## config.mk

```make
export PLATFORM = sky130hd
export DESIGN_NAME = serial_frame_deframer
export DESIGN_NICKNAME = d
export VERILOG_FILES = /design/src/design/sfd_pkg.sv /design/src/design/serial_frame_deframer.sv
export SDC_FILE = /design/constraint.sdc
export NUM_CORES = 1
export LEC_CHECK = 0
export BUFFER_PORTS_ARGS = -buffer_cell sky130_fd_sc_hd__buf_2
export CORE_ASPECT_RATIO = 1.4
export CORE_MARGIN = 3
export CORE_UTILIZATION = 54
export DETAILED_ROUTE_END_ITERATION = 7
export PLACE_DENSITY = 0.85
export SYNTH_ARGS = -nofsm -noshare
export SYNTH_HDL_FRONTEND = slang
export SYNTH_SLANG_ARGS = --single-unit
```

## constraint.sdc

```tcl
create_clock -name clk -period 3.4 [get_ports clk]
set_input_delay 0.17 -clock clk [delete_from_list [all_inputs] [get_ports clk]]
set_output_delay 0.17 -clock clk [all_outputs]
set_load 0.01 [all_outputs]
```

## src/design/sfd_pkg.sv

```systemverilog
package sfd_pkg;

    // Payload length field width after masking (8..16)
    localparam int LENGTH_WIDTH = 16;

    localparam int BYTE_WIDTH      = 8;
    localparam int KIND_WIDTH      = 2;
    localparam int FRAME_LEN_WIDTH = 16;
    localparam int PHASE_WIDTH     = 3;
    localparam int CFG_INDEX_WIDTH = 1;
    localparam int CFG_DATA_WIDTH  = 16;

    // Phase codes
    localparam logic [PHASE_WIDTH-1:0] PH_HUNT    = 3'd0;
    localparam logic [PHASE_WIDTH-1:0] PH_LEN_LO  = 3'd1;
    localparam logic [PHASE_WIDTH-1:0] PH_LEN_HI  = 3'd2;
    localparam logic [PHASE_WIDTH-1:0] PH_PAYLOAD = 3'd3;
    localparam logic [PHASE_WIDTH-1:0] PH_CHECK   = 3'd4;

    // Result kinds
    localparam logic [KIND_WIDTH-1:0] KIND_DATA     = 2'd0;
    localparam logic [KIND_WIDTH-1:0] KIND_GOOD     = 2'd1;
    localparam logic [KIND_WIDTH-1:0] KIND_BAD_SUM  = 2'd2;
    localparam logic [KIND_WIDTH-1:0] KIND_TOO_LONG = 2'd3;

    // Configuration register indexes
    localparam logic [CFG_INDEX_WIDTH-1:0] CFG_START_MARKER = 1'd0;
    localparam logic [CFG_INDEX_WIDTH-1:0] CFG_MAX_PAYLOAD  = 1'd1;

    // Register reset values
    localparam logic [BYTE_WIDTH-1:0]      START_MARKER_RESET = 8'h33;
    localparam logic [FRAME_LEN_WIDTH-1:0] MAX_PAYLOAD_RESET  = 16'd296;

endpackage

```

## src/design/serial_frame_deframer.sv

```systemverilog
// An accepted byte goes to the input register, its result word then to the result register.
// Throughput: one byte per cycle unless a held result word waits for out_ready; one short logic pass.
// Bytes that cause no result (hunt, length, ...) still take one slot in the input register.
// Reset (rst_n low, async): hunting for the start byte, XOR/length/count cleared,
// both pipeline registers empty, start_marker = 0x33, max_payload = 296.
module serial_frame_deframer
(
    input  logic                                   clk,
    input  logic                                   rst_n,

    // received byte stream
    input  logic                                   in_valid,
    output logic                                   in_ready,
    input  logic [sfd_pkg::BYTE_WIDTH-1:0]         rx_byte,

    // result words
    output logic                                   out_valid,
    input  logic                                   out_ready,
    output logic [sfd_pkg::KIND_WIDTH-1:0]         out_kind,
    output logic [sfd_pkg::BYTE_WIDTH-1:0]         out_byte,
    output logic [sfd_pkg::FRAME_LEN_WIDTH-1:0]    frame_length,

    // configuration writes
    input  logic                                   cfg_valid,
    output logic                                   cfg_ready,
    input  logic [sfd_pkg::CFG_INDEX_WIDTH-1:0]    cfg_index,
    input  logic [sfd_pkg::CFG_DATA_WIDTH-1:0]     cfg_data
);

    localparam int LW = sfd_pkg::LENGTH_WIDTH;
    localparam int BW = sfd_pkg::BYTE_WIDTH;
    localparam int FW = sfd_pkg::FRAME_LEN_WIDTH;

    // configuration registers
    logic [BW-1:0] start_marker_reg;
    logic [FW-1:0] max_payload_reg;

    // input register
    logic          in_valid_reg;
    logic [BW-1:0] in_byte_reg;

    // frame state
    logic [sfd_pkg::PHASE_WIDTH-1:0] phase_reg, phase_next;
    logic [BW-1:0]                   xor_reg, xor_next;
    logic [BW-1:0]                   len_lo_reg, len_lo_next;
    logic [LW-1:0]                   payload_len_reg, payload_len_next;
    logic [LW-1:0]                   bytes_seen_reg, bytes_seen_next;

    // result register
    logic                             out_valid_reg;
    logic [sfd_pkg::KIND_WIDTH-1:0]   out_kind_reg, out_kind_next;
    logic [BW-1:0]                    out_byte_reg, out_byte_next;
    logic [FW-1:0]                    frame_len_reg, frame_len_next;
    logic                             emit_next;

    logic          out_free;   // result register can take a new word this cycle
    logic          step;       // byte in the input register is processed this cycle
    logic [2*BW-1:0] len_raw;
    logic [LW-1:0]   len_masked;
    logic [LW-1:0]   seen_inc;

    assign out_free  = !out_valid_reg || out_ready;
    assign step      = in_valid_reg && out_free;
    assign in_ready  = !in_valid_reg || out_free;
    assign cfg_ready = 1'b1;

    assign out_valid    = out_valid_reg;
    assign out_kind     = out_kind_reg;
    assign out_byte     = out_byte_reg;
    assign frame_length = frame_len_reg;

    // length high byte arrives in in_byte_reg; low byte was held
    assign len_raw    = {in_byte_reg, len_lo_reg};
    assign len_masked = len_raw[LW-1:0];
    assign seen_inc   = bytes_seen_reg + LW'(1);

    // ------------------------------------------------------------------
    // Per-byte state update and result selection
    // ------------------------------------------------------------------
    always_comb
    begin
        phase_next       = phase_reg;
        xor_next         = xor_reg;
        len_lo_next      = len_lo_reg;
        payload_len_next = payload_len_reg;
        bytes_seen_next  = bytes_seen_reg;
        emit_next        = 1'b0;
        out_kind_next    = sfd_pkg::KIND_DATA;
        out_byte_next    = '0;
        frame_len_next   = '0;

        case (phase_reg)
            sfd_pkg::PH_LEN_LO:
            begin
                xor_next    = xor_reg ^ in_byte_reg;
                len_lo_next = in_byte_reg;
                phase_next  = sfd_pkg::PH_LEN_HI;
            end
            sfd_pkg::PH_LEN_HI:
            begin
                xor_next         = xor_reg ^ in_byte_reg;
                payload_len_next = len_masked;
                bytes_seen_next  = '0;
                if (FW'(len_masked) > max_payload_reg)
                begin
                    // header claims more than allowed: abort, hunt again
                    phase_next     = sfd_pkg::PH_HUNT;
                    emit_next      = 1'b1;
                    out_kind_next  = sfd_pkg::KIND_TOO_LONG;
                    frame_len_next = FW'(len_masked);
                end
                else if (len_masked == '0)
                begin
                    phase_next = sfd_pkg::PH_CHECK;
                end
                else
                begin
                    phase_next = sfd_pkg::PH_PAYLOAD;
                end
            end
            sfd_pkg::PH_PAYLOAD:
            begin
                xor_next        = xor_reg ^ in_byte_reg;
                bytes_seen_next = seen_inc;
                if (seen_inc >= payload_len_reg)
                begin
                    phase_next = sfd_pkg::PH_CHECK;
                end
                emit_next     = 1'b1;
                out_kind_next = sfd_pkg::KIND_DATA;
                out_byte_next = in_byte_reg;
            end
            sfd_pkg::PH_CHECK:
            begin
                phase_next     = sfd_pkg::PH_HUNT;
                emit_next      = 1'b1;
                out_kind_next  = (in_byte_reg == xor_reg) ? sfd_pkg::KIND_GOOD
                                                          : sfd_pkg::KIND_BAD_SUM;
                frame_len_next = FW'(payload_len_reg);
            end
            default:
            begin
                // hunting; unused codes fall in here too
                phase_next = sfd_pkg::PH_HUNT;
                if (in_byte_reg == start_marker_reg)
                begin
                    xor_next         = in_byte_reg;
                    payload_len_next = '0;
                    bytes_seen_next  = '0;
                    phase_next       = sfd_pkg::PH_LEN_LO;
                end
            end
        endcase
    end

    // ------------------------------------------------------------------
    // Configuration registers
    // ------------------------------------------------------------------
    always_ff @(posedge clk or negedge rst_n)
    begin
        if (!rst_n)
        begin
            start_marker_reg <= sfd_pkg::START_MARKER_RESET;
            max_payload_reg  <= sfd_pkg::MAX_PAYLOAD_RESET;
        end
        else if (cfg_valid && cfg_ready)
        begin
            case (cfg_index)
                sfd_pkg::CFG_START_MARKER: start_marker_reg <= cfg_data[BW-1:0];
                sfd_pkg::CFG_MAX_PAYLOAD:  max_payload_reg  <= cfg_data[FW-1:0];
                default: ;
            endcase
        end
    end

    // ------------------------------------------------------------------
    // Control state
    // ------------------------------------------------------------------
    always_ff @(posedge clk or negedge rst_n)
    begin
        if (!rst_n)
        begin
            in_valid_reg    <= 1'b0;
            out_valid_reg   <= 1'b0;
            phase_reg       <= sfd_pkg::PH_HUNT;
            xor_reg         <= '0;
            len_lo_reg      <= '0;
            payload_len_reg <= '0;
            bytes_seen_reg  <= '0;
        end
        else
        begin
            if (in_ready)
            begin
                in_valid_reg <= in_valid;
            end
            if (step)
            begin
                phase_reg       <= phase_next;
                xor_reg         <= xor_next;
                len_lo_reg      <= len_lo_next;
                payload_len_reg <= payload_len_next;
                bytes_seen_reg  <= bytes_seen_next;
            end
            if (out_free)
            begin
                out_valid_reg <= step && emit_next;
            end
        end
    end

    // ------------------------------------------------------------------
    // Payload registers
    // ------------------------------------------------------------------
    always_ff @(posedge clk)
    begin
        if (in_valid && in_ready)
        begin
            in_byte_reg <= rx_byte;
        end
        if (step && emit_next)
        begin
            out_kind_reg  <= out_kind_next;
            out_byte_reg  <= out_byte_next;
            frame_len_reg <= frame_len_next;
        end
    end

endmodule

```

== Word-level counts from Yosys, hierarchy flattened ==
Index checks and enable logic that the tools add are counted.
Operators by class
  equal/unequal tests: 7
  $lt $le $gt $ge: 2
  add/subtract/negate cells: 1
  reduce and logical (&&, ||, !) cells: 22
  bitwise gates (word level): 5
  muxes and demuxes: 17
Operators by type and width (count)
  one-hot mux 16 bit (2 select lines): 2
  one-hot mux 16 bit (3 select lines): 1
  two-way mux 16 bit: 2
  adder 16 x 1 -> 16 bit (second input constant): 1
  == test 8 bit: 2
  >= comparator 16 bit: 1
  > comparator 16 bit: 1
  logical NOT 16 bit: 1
  one-hot mux 8 bit (2 select lines): 1
  one-hot mux 3 bit (4 select lines): 1
  two-way mux 3 bit: 3
  AND reduction 3 bit: 3
  two-way mux 8 bit: 1
  AND reduction 2 bit: 4
  XOR 8 bit: 1
  == test 3 x 2 -> 1 bit (second input constant): 2
  OR reduction 3 bit: 2
  two-way mux 2 bit: 2
  inverter 1 bit: 4
  one-hot mux 2 bit (2 select lines): 1
  nonzero test 2 bit: 2
  OR reduction 2 bit: 2
  == test 3 x 1 -> 1 bit (second input constant): 1
  == test 3 bit (second input constant): 1
  7 further kinds: 12
Word-level totals
  output and inout bits: 29
  register bits after elaboration: 111

== Logic depth before layout (Yosys ltp) ==
  depth after elaboration: 4
  mapped depth: 14
  mapped depth without buffers: 13

== Least setup slack after synthesis ==
No wires, ideal clock.
  kind: register to register
  from: reg, netlist name bytes_seen_reg[0]
  to: reg len_lo_reg[0]
  setup slack: 0.172 ns
  clock period less this slack: 3.228 ns
  setup time: 0.125 ns
  required time: 3.275 ns
  arrival: 3.103 ns
  cell stages (with the launch flop): 15
  cells stage by stage: dfrtp_1 ha_1 nand3_1 or2_2 clkbuf_1 nor2_2 nand3_1 xnor2_1 ha_1 nand4_1 o221a_2 o211ai_1 a31o_2 nand3_2 mux2_2
RTL lines
  end signal: assignment: RTL line serial_frame_deframer.sv:201  | len_lo_reg <= len_lo_next;
  end: declaration: RTL line serial_frame_deframer.sv:45  | logic [BW-1:0] len_lo_reg, len_lo_next;

==> metrics.md <==
| Metric | Value |
|---|---|
| Max_cap viols | `0` |
| Setup TNS | `0 ns` |
| Cts bufs inserted | `9` |
| Final Max Slew Viols | `0` |
| Fmax | `0.314 GHz` |
| Die height | `129 microns` |
| Row count | `44` |
| Tmin final | `3.19 ns` |
| Primary FF master, synth | `dfrtp_1` |
| DIE AREA | `12100 sq um` |
| R2R Path Start | `bytes_seen_reg[0]$_DFFE_PN0P_` |
| Ys Warns | `0` |
| Reg2Reg Capture Point | `len_lo_reg[1]$_DFFE_PN0P_` |
| Worst relative slew slack | `0.440` |
| Syn_area_per_cell | `11.4 sq um` |
| Mux cell area share after synthesis | `0.0969` |
| Pin count of the biggest net entering global routing | `52` |
| Main combinational cell family by area after synthesis | `compound AO/OA/AOI/OAI gates` |
| CP startpoint kind | `flop` |
| CP endpoint | `len_lo_reg[1]$_DFFE_PN0P_` |
| Tot GR Track Use | `0.217` |
| Final worst slack | `0.212 ns` |
| Initial antenna violation count | `0` |
| Finished Core Util | `0.641` |
| Core Box Area | `10500 sq um` |
| Post-Synth Simple-Gate Area | `0.108` |
| Hold path cells | `2` |
| EDFF count, synth | `34` |
| Most common library cell in the layout ignoring fill and taps | `dfrtp_1` |
| GP Congestion | `0.866` |
| Yosys top cell by area | `dfrtp_1` |
| Critical path origin | `bytes_seen_reg[0]$_DFFE_PN0P_` |
| Crit path DAT | `3.43 ns` |
| Final hold vios | `0` |
| Peak supply drop | `376 uV` |
| Final Cell Area | `6700 sq um` |
| # IOs | `59` |
| Fraction of layout cells with a size suffix above 1 | `0.254` |
| Clk_skew | `0.00700 ns` |
| Initial core utilization | `0.558` |
| Clock tree root driver cell | `clkbuf_16` |
| Status | `completed` |
| Cells on worst reg2reg path | `13` |
| Drt drc | `0` |
| Setup slack, reg-to-reg | `0.21 ns` |
| Clock Tree Buf Depth | `2` |
| Global-route wire length before repair | `20400 microns` |
| WS Path Type | `flop to flop` |
| Die width | `93.9 microns` |
| Drt pass-1 iters | `4` |
| Crit-path max FO | `9` |
| WP data required | `3.64 ns` |
| Complex-gate fraction of the synthesized area | `0.126` |
| Vias/cell | `5.87` |
| Most frequent cells in the layout | `dfrtp_1 (70), buf_2 (57), nand2_1 (37), mux2_2 (36)` |
| Synth-to-layout area growth | `14.8%` |
| Number of port buffers | `57` |
| Static Leak | `2.92 nW` |
| Post-synthesis xor/xnor area fraction | `0.0465` |
| Synthesized flop and latch total | `111` |
| Post-synthesis adder-cell area fraction | `0.0707` |
| Worst-Margin Slew | `0.839 ns` |
| Worst-Skew Late Latency | `0.35 ns` |
| Final Total Pwr | `0.00457 W` |
| N_diodes | `0` |
| Synth top area share | `0.300` |
| Period utilisation layout | `0.938` |
| Synth area leaders | `dfrtp_1 (30%), edfxtp_1 (17%), ha_1 (7.1%)` |
| Routed len/inst | `17.0 microns` |
| CTS clk-pin slew, worst paths | `0.07 ns` |
| Cell Area, Placed | `6300 sq um` |
| Via count | `4231` |
| Total Nets Final | `641` |
| Initial DRC count | `274` |
| Remaining global-route overflow | `0` |
| Post-Syn Area | `5840 sq um` |
| Sink Count | `111` |
| TritonCTS clock tree | `built` |
| H-tree depth | `3` |
| Cells after Synth | `513` |
| Vias in the first global route | `4293` |
| Post-synth net total | `576` |
| Post-synth ARST share | `0.694` |
| Worst min-delay path class | `input pin to flop` |
| ANT nets after route | `0` |
| Drt total wl | `12300 microns` |
| P per Cell Area | `681 nW/um^2` |
| Final setup violation count | `0` |
| Netlist cell types | `57` |
| Place WS | `0.00643 ns` |
| DP HPWL | `8870 microns` |
| Critical path endpoint category | `flop` |
| Seq/Total Area, Yosys | `0.506` |
| Post-CTS Setup Repair Bufs | `0` |
[power breakdown]
group / switching (W) / internal, W / total (W)
Clock: 0.000466 / 0.000539 / 0.00100
Sequential: 0.000274 / 0.00174 / 0.00202
Combinational: 0.000865 / 0.000680 / 0.00155
[per-stage QoR]
step,std cells,hold slack (ns)
after global placement,696,0.194
after detailed placement,696,0.209
final,721,0.0211
after global routing,721,0.0353
after CTS,721,0.0157
after floorplan,513,-0.126
[cell usage after synthesis (all sizes together) (8+ instances only)]
cell	instances
nand4	8
xnor2	20
dfrtp	70
o21ai	30
nand3	15
nor2	12
nand2	37
clkbuf	14
ha	33
mux2	36
inv	34
buf	14
a22o	25
and3	11
xor2	11
a21oi	22
edfxtp	34
mux2i	16
[critical path: stages (launching register included)]
cell and delay (ns):
dfrtp_1 0.47, ha_4 0.19, nand3_1 0.13, or2_4 0.31, nor2_4 0.16, nand3_1 0.11, xnor2_1 0.16, ha_1 0.30
nand4_1 0.10, o221a_2 0.30, o211ai_1 0.18, a31o_2 0.20, nand3_4 0.16, mux2_2 0.32
[cells by family (layout without fill, tap and decap cells)]
logic type | Yosys count | count (layout)
other | 1 | 1
adder cells (fa/ha/maj) | 33 | 33
AO/OA/AOI/OAI | 107 | 107
XOR/XNOR | 31 | 31
buffers and inverters | 62 | 132
multiplexers | 52 | 52
AND/OR/NAND/NOR | 116 | 116
flip-flops | 111 | 111
[layout make-up]
cell class	instances	area [sq um]
clock buffers	12	256
clock inverters	4	30.0
fillers	799	3760
inverters	34	128
multi-input cells	340	2650
flip-flops and latches	111	2960
well taps	138	173
repair buffers	82	508
[layer usage]
layer	vias to the layer above	part of all wire	track usage	routed length (microns)
li1	1989	-	-	-
met1	2040	0.38	0.256	4620
met2	157	0.52	0.378	6430
met3	45	0.057	0.0360	693
met4	0	0.043	0.116	527
met5	-	0	0	0
[how the worst min path moves through the flow]
stage | start | end | slack [ns]
6_report | in_valid | in_valid_reg$_DFFE_PN0N_ | 0.02
5_1_grt | in_valid | in_valid_reg$_DFFE_PN0N_ | 0.04
3_5_place_dp | rst_n | out_valid$_DFFE_PN0P_ | 0.21
3_3_place_gp | rst_n | out_valid$_DFFE_PN0P_ | 0.19
2_1_floorplan | rst_n | bytes_seen_reg[0]$_DFFE_PN0P_ | -0.13
4_1_cts | in_valid | in_valid_reg$_DFFE_PN0N_ | 0.02
[timing repair]
action                                  in CTS  in global routing
hold buffers                                 9                  0
gates resized for setup                      1                  5
endpoints found under the setup margin       8                 11
pin swaps                                    0                  0
hold endpoints to repair                    27                  0
Note: power is estimated with default switching activity, not from simulation.
